## src/rtl/core/mce_pkg.sv

```systemverilog
// Morse encoder package: shared constants, queue entry type and code table.
// Used by all modules of the morse_code_encoder block.
`default_nettype none
package mce_pkg;

	localparam logic [7:0] FIRST_CODE = 8'd43;
	localparam logic [7:0] LAST_CODE  = 8'd92;

	localparam int CODE_W     = 7;
	localparam int MAX_UNITS  = 20;
	localparam int UNIT_CNT_W = $clog2(MAX_UNITS);
	localparam int GAP_W      = 2;

	localparam logic [GAP_W-1:0] GAP_MAPPED   = 2'd2;
	localparam logic [GAP_W-1:0] GAP_UNMAPPED = 2'd3;

	localparam int QDEPTH = 2;
	localparam int QPTR_W = 1;
	localparam int QCNT_W = 2;

	localparam logic [CODE_W-1:0] CODE_MARKER = 7'd1;

	typedef struct packed {
		logic              unmapped;
		logic [CODE_W-1:0] code;
	} entry_t;

	typedef struct packed {
		logic   valid;
		entry_t data;
	} qport_t;

	function automatic entry_t code_lookup(input logic [7:0] ch);
		logic [7:0]        idx;
		logic [CODE_W-1:0] c;
		entry_t            e;
		idx = ch - FIRST_CODE;
		unique case (idx)
			8'd0:  c = 7'h35;
			8'd1:  c = 7'h4C;
			8'd2:  c = 7'h5E;
			8'd3:  c = 7'h55;
			8'd4:  c = 7'h36;
			8'd5:  c = 7'h20;
			8'd6:  c = 7'h21;
			8'd7:  c = 7'h23;
			8'd8:  c = 7'h27;
			8'd9:  c = 7'h2F;
			8'd10: c = 7'h3F;
			8'd11: c = 7'h3E;
			8'd12: c = 7'h3C;
			8'd13: c = 7'h38;
			8'd14: c = 7'h30;
			8'd15: c = 7'h02;
			8'd16: c = 7'h02;
			8'd17: c = 7'h02;
			8'd18: c = 7'h2E;
			8'd19: c = 7'h02;
			8'd20: c = 7'h73;
			8'd21: c = 7'h69;
			8'd22: c = 7'h05;
			8'd23: c = 7'h1E;
			8'd24: c = 7'h1A;
			8'd25: c = 7'h0E;
			8'd26: c = 7'h03;
			8'd27: c = 7'h1B;
			8'd28: c = 7'h0C;
			8'd29: c = 7'h1F;
			8'd30: c = 7'h07;
			8'd31: c = 7'h11;
			8'd32: c = 7'h0A;
			8'd33: c = 7'h1D;
			8'd34: c = 7'h04;
			8'd35: c = 7'h06;
			8'd36: c = 7'h08;
			8'd37: c = 7'h19;
			8'd38: c = 7'h14;
			8'd39: c = 7'h0D;
			8'd40: c = 7'h0F;
			8'd41: c = 7'h02;
			8'd42: c = 7'h0B;
			8'd43: c = 7'h17;
			8'd44: c = 7'h09;
			8'd45: c = 7'h16;
			8'd46: c = 7'h12;
			8'd47: c = 7'h1C;
			8'd48: c = 7'h2A;
			8'd49: c = 7'h57;
			default: c = CODE_MARKER;
		endcase
		e.unmapped = (ch < FIRST_CODE) || (ch > LAST_CODE);
		e.code     = e.unmapped ? CODE_MARKER : c;
		return e;
	endfunction

endpackage
`default_nettype wire

```

## src/rtl/core/mce_if.sv

```systemverilog
// Handshake channel interfaces for the Morse encoder: characters in, key units out.
// Depends on nothing.
`default_nettype none
interface mce_char_if;
	logic       valid;
	logic       ready;
	logic [7:0] char_code;
	modport source (output valid, output char_code, input ready);
	modport sink   (input valid, input char_code, output ready);
endinterface

interface mce_unit_if;
	logic valid;
	logic ready;
	logic key_on;
	logic last_unit;
	modport source (output valid, output key_on, output last_unit, input ready);
	modport sink   (input valid, input key_on, input last_unit, output ready);
endinterface
`default_nettype wire

```

## src/rtl/core/mce_front.sv

```systemverilog
// Front end: accepts characters, classifies them and looks up their Morse code.
// Depends on mce_pkg and mce_char_if.
`default_nettype none
module mce_front (
	mce_char_if.sink         chars,
	input  logic             q_full,
	output mce_pkg::qport_t  push
);

	assign chars.ready = !q_full;
	assign push.valid  = chars.valid && !q_full;
	assign push.data   = mce_pkg::code_lookup(chars.char_code);

endmodule
`default_nettype wire

```

## src/rtl/core/mce_fifo.sv

```systemverilog
// Two-entry queue between front and back end of the Morse encoder.
// Depends on mce_pkg.
`default_nettype none
module mce_fifo (
	input  logic             clk,
	input  logic             arst_n,
	input  mce_pkg::qport_t  push,
	output logic             full,
	output mce_pkg::qport_t  head,
	input  logic             pop
);

	mce_pkg::entry_t                 mem_q [mce_pkg::QDEPTH];
	logic [mce_pkg::QPTR_W-1:0]      wr_ptr_q;
	logic [mce_pkg::QPTR_W-1:0]      rd_ptr_q;
	logic [mce_pkg::QCNT_W-1:0]      count_q;
	logic                            do_push;
	logic                            do_pop;

	assign full       = (count_q == mce_pkg::QCNT_W'(mce_pkg::QDEPTH));
	assign head.valid = (count_q != '0);
	assign head.data  = mem_q[rd_ptr_q];
	assign do_push    = push.valid && !full;
	assign do_pop     = pop && head.valid;

	always_ff @(posedge clk) begin
		if (do_push) begin
			mem_q[wr_ptr_q] <= push.data;
		end
	end

	always_ff @(posedge clk or negedge arst_n) begin
		if (!arst_n) begin
			wr_ptr_q <= '0;
			rd_ptr_q <= '0;
			count_q  <= '0;
		end else begin
			if (do_push) begin
				wr_ptr_q <= wr_ptr_q + 1'b1;
			end
			if (do_pop) begin
				rd_ptr_q <= rd_ptr_q + 1'b1;
			end
			if (do_push && !do_pop) begin
				count_q <= count_q + 1'b1;
			end else if (do_pop && !do_push) begin
				count_q <= count_q - 1'b1;
			end
		end
	end

	a_count_bound: assert property (@(posedge clk) disable iff (!arst_n)
		count_q <= mce_pkg::QCNT_W'(mce_pkg::QDEPTH))
		else $error("queue count overflow");

	a_ptr_track: assert property (@(posedge clk) disable iff (!arst_n)
		(count_q == '0 || full) |-> (wr_ptr_q == rd_ptr_q))
		else $error("queue pointers out of step with count");

endmodule
`default_nettype wire

```

## src/rtl/core/mce_back.sv

```systemverilog
// Back end: expands one queued code into dit/dah key units plus the letter gap.
// Depends on mce_pkg and mce_unit_if.
`default_nettype none
module mce_back (
	input  logic                clk,
	input  logic                arst_n,
	input  mce_pkg::qport_t     head,
	output logic                pop,
	mce_unit_if.source          units
);

	logic                              busy_q;
	logic [mce_pkg::CODE_W-1:0]        val_q;
	logic [1:0]                        pos_q;
	logic [mce_pkg::GAP_W-1:0]         gap_q;
	logic [mce_pkg::UNIT_CNT_W-1:0]    cnt_q;
	logic                              ovalid_q;
	logic                              key_q;
	logic                              last_q;

	logic in_elem;
	logic dit;
	logic key;
	logic elem_end;
	logic last;
	logic step;

	always_comb begin
		in_elem  = (val_q > mce_pkg::CODE_MARKER);
		dit      = val_q[0];
		key      = in_elem && (dit ? (pos_q == 2'd0) : (pos_q != 2'd3));
		elem_end = dit ? (pos_q == 2'd1) : (pos_q == 2'd3);
		last     = (!in_elem && gap_q == mce_pkg::GAP_W'(1))
		        || (cnt_q == mce_pkg::UNIT_CNT_W'(mce_pkg::MAX_UNITS - 1));
		step     = busy_q && (!ovalid_q || units.ready);
		pop      = head.valid && (!busy_q || (step && last));
	end

	always_ff @(posedge clk or negedge arst_n) begin
		if (!arst_n) begin
			busy_q <= 1'b0;
			val_q  <= mce_pkg::CODE_MARKER;
			pos_q  <= '0;
			gap_q  <= '0;
			cnt_q  <= '0;
		end else if (pop) begin
			busy_q <= 1'b1;
			val_q  <= head.data.code;
			pos_q  <= '0;
			gap_q  <= head.data.unmapped ? mce_pkg::GAP_UNMAPPED : mce_pkg::GAP_MAPPED;
			cnt_q  <= '0;
		end else if (step) begin
			if (last) begin
				busy_q <= 1'b0;
			end
			cnt_q <= cnt_q + 1'b1;
			if (in_elem) begin
				if (elem_end) begin
					val_q <= val_q >> 1;
					pos_q <= '0;
				end else begin
					pos_q <= pos_q + 1'b1;
				end
			end else begin
				gap_q <= gap_q - 1'b1;
			end
		end
	end

	always_ff @(posedge clk or negedge arst_n) begin
		if (!arst_n) begin
			ovalid_q <= 1'b0;
		end else if (step) begin
			ovalid_q <= 1'b1;
		end else if (units.ready) begin
			ovalid_q <= 1'b0;
		end
	end

	always_ff @(posedge clk) begin
		if (step) begin
			key_q  <= key;
			last_q <= last;
		end
	end

	assign units.valid     = ovalid_q;
	assign units.key_on    = key_q;
	assign units.last_unit = last_q;

	a_cnt_bound: assert property (@(posedge clk) disable iff (!arst_n)
		busy_q |-> (cnt_q < mce_pkg::UNIT_CNT_W'(mce_pkg::MAX_UNITS)))
		else $error("unit count past limit");

	a_dah_pos: assert property (@(posedge clk) disable iff (!arst_n)
		(busy_q && pos_q >= 2'd2) |-> (in_elem && !dit))
		else $error("dit element ran past two units");

	a_last_ends: assert property (@(posedge clk) disable iff (!arst_n)
		(step && last && !pop) |=> !busy_q)
		else $error("engine kept running after final unit");

	a_load_fresh: assert property (@(posedge clk) disable iff (!arst_n)
		pop |=> (busy_q && cnt_q == '0 && pos_q == 2'd0))
		else $error("new character not loaded cleanly");

endmodule
`default_nettype wire

```

## src/rtl/core/morse_code_encoder.sv

```systemverilog
// Morse code encoder top level: front end, two-entry queue and key-unit back end.
// Depends on mce_pkg, mce_if, mce_front, mce_fifo and mce_back.
//
// Usage:
//   chars: one 8-bit ASCII character per transfer (valid/ready).
//   units: one key unit per transfer; key_on is tone on/off for one dit time,
//          last_unit flags the final unit of a character.
//   '+' through backslash are keyed from a fixed code table: a dit is 1,0, a
//   dah is 1,1,1,0, followed by 0,0 as letter gap. At most 20 units are sent
//   per character, so the gap of '0' and ',' is cut short. All other bytes,
//   lowercase included, give 0,0,0.
//   Throughput: one unit per cycle while the receiver is ready, set by the
//   single back-end expansion engine; a character gives 3 to 20 units. The
//   two-entry queue lets the front accept up to two more characters while
//   one is being keyed. Reset clears the queue, the engine and the output
//   register; no character is pending afterward. When the receiver stalls,
//   the output unit holds and the engine waits; characters are taken until
//   the queue is full.
`default_nettype none
module morse_code_encoder (
	input  logic        clk,
	input  logic        arst_n,
	mce_char_if.sink    chars,
	mce_unit_if.source  units
);

	mce_pkg::qport_t push;
	mce_pkg::qport_t head;
	logic            q_full;
	logic            pop;

	mce_front u_front (
		.chars  (chars),
		.q_full (q_full),
		.push   (push)
	);

	mce_fifo u_fifo (
		.clk    (clk),
		.arst_n (arst_n),
		.push   (push),
		.full   (q_full),
		.head   (head),
		.pop    (pop)
	);

	mce_back u_back (
		.clk    (clk),
		.arst_n (arst_n),
		.head   (head),
		.pop    (pop),
		.units  (units)
	);

endmodule
`default_nettype wire

```

## src/flat_wrapper.sv

```systemverilog
// flat-port wrapper written by rule: the top's interface ports become plain ports
module morse_code_encoder_flat 
  (clk, arst_n, chars_valid, chars_char_code, chars_ready, units_valid, units_key_on, units_last_unit, units_ready);
  mce_char_if chars_i ();
  mce_unit_if units_i ();
  input  logic clk;
  input  logic arst_n;
  input wire logic [$bits(chars_i.valid)-1:0] chars_valid;
  input wire logic [$bits(chars_i.char_code)-1:0] chars_char_code;
  output wire logic [$bits(chars_i.ready)-1:0] chars_ready;
  output wire logic [$bits(units_i.valid)-1:0] units_valid;
  output wire logic [$bits(units_i.key_on)-1:0] units_key_on;
  output wire logic [$bits(units_i.last_unit)-1:0] units_last_unit;
  input wire logic [$bits(units_i.ready)-1:0] units_ready;
  assign chars_i.valid = chars_valid;
  assign chars_i.char_code = chars_char_code;
  assign chars_ready = chars_i.ready;
  assign units_valid = units_i.valid;
  assign units_key_on = units_i.key_on;
  assign units_last_unit = units_i.last_unit;
  assign units_i.ready = units_ready;
  morse_code_encoder u_core (.clk(clk), .arst_n(arst_n), .chars(chars_i), .units(units_i));
endmodule
```

## config.mk

```make
export PLATFORM = sky130hd
export DESIGN_NAME = morse_code_encoder_flat
export DESIGN_NICKNAME = d
export VERILOG_FILES = /design/src/rtl/core/mce_pkg.sv /design/src/rtl/core/mce_if.sv /design/src/rtl/core/mce_front.sv /design/src/rtl/core/mce_fifo.sv /design/src/rtl/core/mce_back.sv /design/src/rtl/core/morse_code_encoder.sv /design/src/flat_wrapper.sv
export SDC_FILE = /design/constraint.sdc
export NUM_CORES = 1
export LEC_CHECK = 0
export BUFFER_PORTS_ARGS = -buffer_cell sky130_fd_sc_hd__buf_2
export CORE_ASPECT_RATIO = 1.25
export CORE_MARGIN = 1.5
export CORE_UTILIZATION = 35
export CTS_CLUSTER_SIZE = 40
export DETAILED_ROUTE_END_ITERATION = 7
export PLACE_DENSITY_LB_ADDON = 0.2
export SYNTH_ARGS = -nofsm -noshare
export SYNTH_HDL_FRONTEND = slang
export SYNTH_SLANG_ARGS = --single-unit
export TNS_END_PERCENT = 20
```

## constraint.sdc

```tcl
create_clock -name clk -period 2.5 [get_ports clk]
set_input_delay 0.25 -clock clk [delete_from_list [all_inputs] [get_ports clk]]
set_output_delay 0.25 -clock clk [all_outputs]
set_load 0.1 [all_outputs]
```

==> results.md, run 1 <==
- Number of search-and-repair iterations in the first detailed-routing pass: 4
- Standard cell core area: about 8100 µm²
- Instance count of the mapped netlist: approximately 310
- Worst path required time: about 2.7 ns
- Clock tree from TritonCTS: done
- Power density of the placed cells: roughly 840 nW/µm²
- Unrepaired setup endpoints after global routing: no
- Most numerous cell on the critical path: sky130_fd_sc_hd__xor2_1
- Antenna violations before repair: 0
- Number of synthesized register bits: 40
- Clock slew at the register clock pins of the worst setup and hold paths: approximately 0.070 ns
- Post-synthesis average cell area: slightly above 9 µm²
- Final hold vios: 0
- Number of global-route vias before repair: approximately 2,500
- Nets: about 370
- Antenna-violating nets left: 0
- Via density per instance: around 5.5
- Leakage: between 1 and 1.5 nW
- Sequential cell fraction of total power: about two fifths
- Layout Skew: between 0.003 and 0.004 ns
- Slowest cell on the critical path: sky130_fd_sc_hd__or4_4
- Count of endpoints failing setup in the final report: 0
- Count of inserted antenna diode cells: 0
- Net switching power of the design: ~1.1 mW
- Post-Synthesis Net Count: 340
- Total power: ~2.8 mW
- Initial cell density of the core: a little over a third
- Sum of negative setup slack: 0 ns
- Pins over their slew limit: 0
- Initial detailed-routing violation count: between 80 and 90
- First-pass GRT wire length: around 12 mm
- Largest net degree at the start of global routing: 23
- Post-synthesis cell area: approximately 2900 µm²
- Gpl congestion: just under 0.9
- Internal power contribution: ~1.7 mW
- Total die area: ~9000 µm²
- Run status: complete, no violations
- Sequential fraction of the synthesis area: between 30% and 40%
- Global Route Usage Sum: between 15 and 20%
- Delay contributed by the slowest stage of the critical path: around 0.55 ns
- # port buffers: 15
- Floorplan row count: 37
- Sum of net half-perimeters after detailed placement: approximately 5.2 mm
- Slew at the pin with the worst max-slew slack: between 0.6 and 0.7 ns
- Maximum fanout count along the critical path: 3
- Slew HR: between 50% and 60%
- Area share of the largest cell type after synthesis: between 15 and 20%
- Ports placed on the boundary: 16
- Async SR Flop Fraction: around 55%
- Fraction of power spent switching nets: 39.3%
- Share of post-route cells with drive strength above 1: approximately 17%
- Drt wl/cell: 15.4 µm
- Part of the total power dissipated in combinational logic: 42.5%
- TritonCTS Sinks: 40
- Total length of routed wires: roughly 6.8 mm
- Min-delay worst type: input pin to register
- Clock power frac: ~17%
- Level count of the clock H-tree: 2
- Insertion delay to the later sink of the worst-skew pair: roughly 0.29 ns
- Crit path arrival time: ~2.5 ns
- Critical setup path kind: register to register
- Leading post-synthesis cells by cell area: sky130_fd_sc_hd__edfxtp_1 (19%), sky130_fd_sc_hd__dfrtp_1 (18%), sky130_fd_sc_hd__mux2i_1 (8.9%)
- Clk root buf: sky130_fd_sc_hd__clkbuf_8
- CTS max path bufs: 2
- Cell type with the largest total area after synthesis: sky130_fd_sc_hd__edfxtp_1
- Post-synth EDFFs: 18
- Sequence of cells on the critical path: or4_4 > nor3_4 > a21o_1 > a21bo_1 > and2b_1 > inv_2 > ha_1 > xor2_1 > nor2_1 > xor2_1
- Clock buffer count from CTS: 5
- Startpoint types: register
- Number of maximum-capacitance constraint violations: 0
- Critical path buffer and inverter count: 1
- Total number of vias: around 2,400
- Endpoint type of the worst setup path: register
- Die Ht: 105 µm
- Min Clock Period, post-route: between 2 and 2.5 ns
- Leftover overflow at the end of global routing: 0
- Primary FF master, synth: sky130_fd_sc_hd__dfrtp_1
- Die width: ~85 µm
- Area added between synthesis and finish: 13.9%
- Period utilisation layout: between 80% and 90%
- Max frequency: approximately 450 MHz
- Family with the most delay on the worst path: simple AND/OR/NAND/NOR gates
- Count of synthesis-stage warnings from yosys: 0
- VDD IR max: ~0.6 mV
- Count of distinct cell types in the synthesized netlist: 58
- Drc violations: 0
[metal layers]
| metal | GRT usage, % | vias up | wire length (µm) |
|---|---|---|---|
| li1 | - | 1200 | - |
| met1 | 17.4 | 1136 | 2710 |
| met2 | 30.5 | 65 | 3670 |
| met3 | 2.76 | 18 | 229 |
| met4 | 5.99 | 0 | 175 |
| met5 | 0 | - | 0 |
[flip-flops by register name, summed over array words and instances (netlist names)]
register and flops:
u_core.u_fifo.mem_q 16, u_core.u_fifo.rd_ptr_q 1, u_core.u_back.units.key_on 1, u_core.u_fifo.count_q 2, u_core.u_back.busy_q 1, u_core.u_back.units.valid 1
u_core.u_back.gap_q 2, u_core.u_back.units.last_unit 1, u_core.u_back.pos_q 2, u_core.u_back.cnt_q 5, u_core.u_back.val_q 7, u_core.u_fifo.wr_ptr_q 1
[power by group through the flow]
stage | combinational (mW) | sequential (mW) | clock (mW)
3_3_place_gp | 1.18 | 1.15 | 0
2_1_floorplan | 0.882 | 1.19 | 0
4_1_cts | 1.20 | 1.15 | 0.483
5_1_grt | 1.33 | 1.18 | 0.506
3_5_place_dp | 1.19 | 1.16 | 0
6_report | 1.19 | 1.14 | 0.465
[kinds of logic (layout without fill, tap and decap cells)]
kind of cell | Yosys count | count (layout) | synth area share, %
compound gates | 87 | 87 | 19.6
xor+xnor | 19 | 19 | 5.72
fa+ha+maj | 14 | 14 | 6.02
buf+inv | 36 | 65 | 5.42
flops | 40 | 40 | 37.5
mux | 28 | 28 | 9.72
simple gates | 90 | 90 | 16.0
[cells in the final DEF, fill, tap and decap left out, types with 3 or more instances in the layout]
| cell | count |
|---|---|
| sky130_fd_sc_hd__buf_4 | 27 |
| sky130_fd_sc_hd__mux2i_1 | 26 |
| sky130_fd_sc_hd__nor2_1 | 24 |
| sky130_fd_sc_hd__dfrtp_1 | 21 |
| sky130_fd_sc_hd__o21ai_0 | 20 |
| sky130_fd_sc_hd__nand2_1 | 19 |
| sky130_fd_sc_hd__a21oi_1 | 19 |
| sky130_fd_sc_hd__edfxtp_1 | 18 |
| sky130_fd_sc_hd__buf_2 | 15 |
| sky130_fd_sc_hd__ha_1 | 14 |
| sky130_fd_sc_hd__inv_1 | 13 |
| sky130_fd_sc_hd__nand2b_1 | 12 |
| sky130_fd_sc_hd__xnor2_1 | 11 |
| sky130_fd_sc_hd__a31oi_1 | 8 |
| sky130_fd_sc_hd__xor2_1 | 8 |
| sky130_fd_sc_hd__nand3_1 | 7 |
| sky130_fd_sc_hd__clkbuf_8 | 7 |
| sky130_fd_sc_hd__o22ai_1 | 5 |
| sky130_fd_sc_hd__o211ai_1 | 5 |
| sky130_fd_sc_hd__nand4_1 | 5 |
| sky130_fd_sc_hd__or3_1 | 4 |
| sky130_fd_sc_hd__nor3_1 | 4 |
| sky130_fd_sc_hd__nor2b_1 | 4 |
| sky130_fd_sc_hd__a211oi_1 | 4 |
| sky130_fd_sc_hd__a21o_1 | 3 |
| sky130_fd_sc_hd__a311oi_1 | 3 |
[area by class of cell]
cell class	count	area, µm²
well taps	97	121
clock buffers	8	100
fillers	836	4830
multi-input cells	238	1660
flip-flops and latches	40	1090
repair buffers	43	288
inverters	14	52.6
[synth_stat cells (7+ instances only)]
cell / n
sky130_fd_sc_hd__clkbuf_1: 9
sky130_fd_sc_hd__edfxtp_1: 18
sky130_fd_sc_hd__xor2_1: 8
sky130_fd_sc_hd__xnor2_1: 11
sky130_fd_sc_hd__nand2_1: 19
sky130_fd_sc_hd__ha_1: 14
sky130_fd_sc_hd__mux2i_1: 26
sky130_fd_sc_hd__nand3_1: 7
sky130_fd_sc_hd__a21oi_1: 19
sky130_fd_sc_hd__nor2_1: 24
sky130_fd_sc_hd__a31oi_1: 8
sky130_fd_sc_hd__buf_2: 9
sky130_fd_sc_hd__inv_1: 13
sky130_fd_sc_hd__nand2b_1: 12
sky130_fd_sc_hd__dfrtp_1: 21
sky130_fd_sc_hd__o21ai_0: 20
[what timing repair did]
item                                    in CTS  in global routing
gates resized for setup                      0                  0
hold endpoints to repair                    21                  0
endpoints found under the setup margin       0                  0
setup buffers                                0                  0
hold buffers                                 1                  0
[through the flow]
step | util, % | instance area, µm² | hold slack [ns] | setup slack, ns | cells
detailed placement | 39.3 | 3200 | 0.246 | 0.158 | 431
floorplan | - | 2910 | -0.0456 | 0.209 | 314
global placement | 39.3 | 3200 | 0.244 | 0.205 | 431
CTS | 40.7 | 3310 | 0.254 | 0.254 | 440
global route | 40.7 | 3310 | 0.283 | 0.0655 | 440
finish | 40.7 | 3310 | 0.270 | 0.266 | 440
[tightest hold or removal path, delay by kind of cell]
family	cells	cell delay [ns]
AND/OR/NAND/NOR	2	0.19
buffers and inverters	1	0.07
[worst paths after layout]
kind                                              from                   endpoint  slack [ns]  cells after the start
worst max-delay path            u_core.u_back.val_q[2]   u_core.u_fifo.count_q[1]        0.27                     10
worst min-delay path                       units_ready  u_core.u_back.units.valid        0.27                      3
worst max register to register  u_core.u_back.val_q[2]   u_core.u_fifo.count_q[1]        0.27                     10
worst min register to register  u_core.u_fifo.wr_ptr_q     u_core.u_fifo.wr_ptr_q        0.49                      1
max in group asynchronous                       arst_n     u_core.u_back.val_q[0]        1.69                      2
min in group asynchronous                       arst_n     u_core.u_back.pos_q[1]        0.45                      2
No activity file was read; power rests on OpenSTA's default activity.
==> run 2, diff against run 1 <==
Settings changed: REMOVE_ABC_BUFFERS set to 1.
==> run 2 against run 1 <==
  * Sequential share of layout area increased by 0.38 points
  * Sequential cell count unchanged
  * Setup slack worse by 0.032 ns
  * First-iteration DRC count is 18% lower
  * Clock-buffer cell count decreased by 2
  * Combinational power hardly changed
  * Fmax fell by 1.4%
  * Clock power decreased by 6.2%
  * Global-route usage is 1.1 points lower
  * Wire length decreased by 1.0%
  * Register-to-register slack lost 0.03 ns
  * Clock skew rose by 0.0070 ns
==> results.md, run 2 (same netlist as run 1, synthesis figures left out) <==
- Register with the highest flop count: u_core.u_fifo.mem_q
- Drt wl/cell: 15.4 µm (-0.12%)
- Number of search-and-repair iterations in the first detailed-routing pass: 4 (unchanged)
- Fraction of power spent switching nets: 39.9% (+0.63 points)
- Internal power contribution: 1.66 mW (-2.2%)
- Standard cell core area: 8150 µm² (unchanged)
- Internal reg-to-reg setup slack: 0.23 ns (-0.03 ns)
- Fillers: 847 (+1.3%)
- Area added between synthesis and finish: 12.6%
- Met3 WL: 193 µm (-16%)
- Clock buffer count from CTS: 5 (unchanged)
- Antenna violations before repair: 0 (unchanged)
- Setup ws final: 0.233 ns (-0.0325 ns)
- Floorplan row count: 37 (unchanged)
- Capturing point of the worst reg2reg path: u_core.u_fifo.count_q[1]
- Startpoint of the worst register-to-register path: u_core.u_back.val_q[2]
- Met1 Wirelength: 2.76 mm (+1.8%)
- Registers with the most flip-flops: u_core.u_fifo.mem_q: 16 flops, u_core.u_back.val_q: 7 flops, u_core.u_back.cnt_q: 5 flops
- Gpl congestion: 0.897 (+3.1%)
- Clock slew at the register clock pins of the worst setup and hold paths: 0.08 ns (about the same)
- Layout Skew: 0.0100 ns (+0.00696 ns)
- Number of global-route vias before repair: 2,250 (-9.5%)
- Nets: 364 (-1.1%)
- Worst hold endpoint: u_core.u_back.units.valid
- Pins over their slew limit: 0 (unchanged)
- Die width: 84.5 µm (unchanged)
- Unrepaired setup endpoints after global routing: no
- Non-filler cells, final: 436 (-0.91%)
- Count of endpoints failing setup in the final report: 0 (unchanged)
- Top routing layer in use: met4
- Level count of the clock H-tree: 2 (unchanged)
- Largest net degree at the start of global routing: 23 (unchanged)
- Sequential cell fraction of total power: 41.4% (+0.5 points)
- Total die area: 8870 µm² (unchanged)
- Slew HR: 56.5% (+2.2 points)
- Routed wl met2: 3.50 mm (-4.6%)
- Max frequency: 441 MHz (-1.4%)
- Insertion delay to the later sink of the worst-skew pair: 0.29 ns (about the same)
- Initial detailed-routing violation count: 70 (-18%)
- Count of inserted antenna diode cells: 0 (unchanged)
- Endpoint type of the worst setup path: register
- Global Route Usage Sum: 15.0% (-1.1 points)
- Max FFs per register: 16 (unchanged)
- Share of post-route cells with drive strength above 1: 16.5% (-0.68 points)
- Sum of net half-perimeters after detailed placement: 5.13 mm (-2.1%)
- Hold depth: 3 (unchanged)
- Total power: 2.76 mW (-1.2%)
- Leakage: 1.34 nW (-1.4%)
- First-pass GRT wire length: 10.8 mm (-7.2%)
- Run status: complete, no violations
- Period utilisation layout: 90.7% (+1.3 points)
- Min-delay worst type: input pin to register
- Initial cell density of the core: 35.7% (unchanged)
- Commonest non-fill, non-tap cells in the layout: sky130_fd_sc_hd__mux2i_1 (26), sky130_fd_sc_hd__nor2_1 (24), sky130_fd_sc_hd__buf_4 (23)
- Net switching power of the design: 1.10 mW (+0.36%)
- Min-Delay Startpoint: units_ready
- Crit path arrival time: 2.49 ns (+0.04 ns)
- Cells on worst reg2reg path: 9 (-1)
- Final hold vios: 0 (unchanged)
- Total length of routed wires: 6.71 mm (-1.0%)
- Number of maximum-capacitance constraint violations: 0 (unchanged)
- Part of the total power dissipated in combinational logic: 42.8% (+0.3 points)
- TritonCTS Sinks: 40 (unchanged)
- Clk root buf: sky130_fd_sc_hd__clkbuf_8
- Startpoint types: register
- Clock power frac: 15.8% (-0.9 points)
- Count of placed standard cells including taps: 427 (-0.93%)
- # port buffers: 15 (unchanged)
- Ports placed on the boundary: 16 (unchanged)
- Slew at the pin with the worst max-slew slack: 0.649 ns (-0.0330 ns)
- Maximum fanout count along the critical path: 3 (unchanged)
- Clock tree from TritonCTS: done
- VDD IR max: 0.752 mV (+26%)
- Antenna-violating nets left: 0 (unchanged)
- CTS max path bufs: 2 (unchanged)
- Post CTS Setup Buffer Count: 0 (unchanged)
- Min Clock Period, post-route: 2.27 ns (+0.0325 ns)
- Drc violations: 0 (unchanged)
- Critical setup path kind: register to register
- Die Ht: 105 µm (unchanged)
- Worst path required time: 2.72 ns (about the same)
- Most common cell after layout, fill and taps aside: sky130_fd_sc_hd__mux2i_1
- Total number of vias: 2,408 (-0.45%)
- Via density per instance: 5.52 (+0.46%)
- Power density of the placed cells: 842 nW/µm² (about the same)
- Pre-CTS worst setup slack: 0.102 ns (-0.0564 ns)
- Leftover overflow at the end of global routing: 0 (unchanged)
[run 2: power groups by stage]
stage	registers [mW]	clock network (mW)	logic (mW)
CTS	1.15	0.453	1.19
global route	1.18	0.475	1.30
floorplan	1.21	0	0.810
detailed placement	1.16	0	1.18
finish	1.14	0.436	1.18
global placement	1.15	0	1.16
[run 2: area by class of cell]
class,instances,area [µm²],share of cell area [%]
repair buffers,39,258,7.87
multi-input cells,238,1660,50.6
clock inverters,2,10.0,0.306
inverters,14,52.6,1.60
well taps,97,121,3.71
flip-flops and latches,40,1090,33.3
clock buffers,6,82.6,2.52
[run 2: routing by layer]
metal | global-route usage (%) | vias to the layer above
li1 | - | 1191
met3 | 2.13 | 19
met1 | 16.9 | 1132
met2 | 26.9 | 66
met5 | 0 | -
met4 | 7.83 | 0
[run 2: worst max path at each step]
stage	start	to	depth (start not counted)
2_1_floorplan	u_core.u_back.val_q[2]	u_core.u_fifo.count_q[1]	10
3_3_place_gp	chars_char_code[1]	u_core.u_fifo.mem_q[1][0]	9
3_5_place_dp	chars_char_code[1]	u_core.u_fifo.mem_q[1][1]	7
4_1_cts	u_core.u_back.val_q[2]	u_core.u_fifo.count_q[1]	9
5_1_grt	u_core.u_back.val_q[2]	u_core.u_fifo.count_q[1]	9
6_report	u_core.u_back.val_q[2]	u_core.u_fifo.count_q[1]	9
[run 2: worst max-delay path, cell delays in order, from the launching register on]
cell	delay (ns)
sky130_fd_sc_hd__dfrtp_1	0.40
sky130_fd_sc_hd__or4_4	0.55
sky130_fd_sc_hd__nor3_4	0.17
sky130_fd_sc_hd__a21o_1	0.16
sky130_fd_sc_hd__a21bo_1	0.12
sky130_fd_sc_hd__and2b_1	0.15
sky130_fd_sc_hd__inv_2	0.06
sky130_fd_sc_hd__ha_1	0.30
sky130_fd_sc_hd__nor2_1	0.13
sky130_fd_sc_hd__xor2_1	0.15
[run 2: metrics by stage]
stage / utilization (%) / setup TNS [ns] / hold WS, ns / instance area, µm²
floorplan: - / -0.0630 / -0.0456 / 2800
global placement: 38.9 / 0 / 0.254 / 3170
detailed placement: 38.9 / 0 / 0.249 / 3170
CTS: 40.2 / 0 / 0.254 / 3280
global route: 40.2 / 0 / 0.275 / 3280
finish: 40.2 / 0 / 0.259 / 3280
[run 2: repair_timing]
action / 4_1_cts / 5_1_grt
hold buffers: 1 / 0
endpoints found under the setup margin: 0 / 0
endpoints found under the hold margin: 21 / 0
resized for setup: 0 / 0
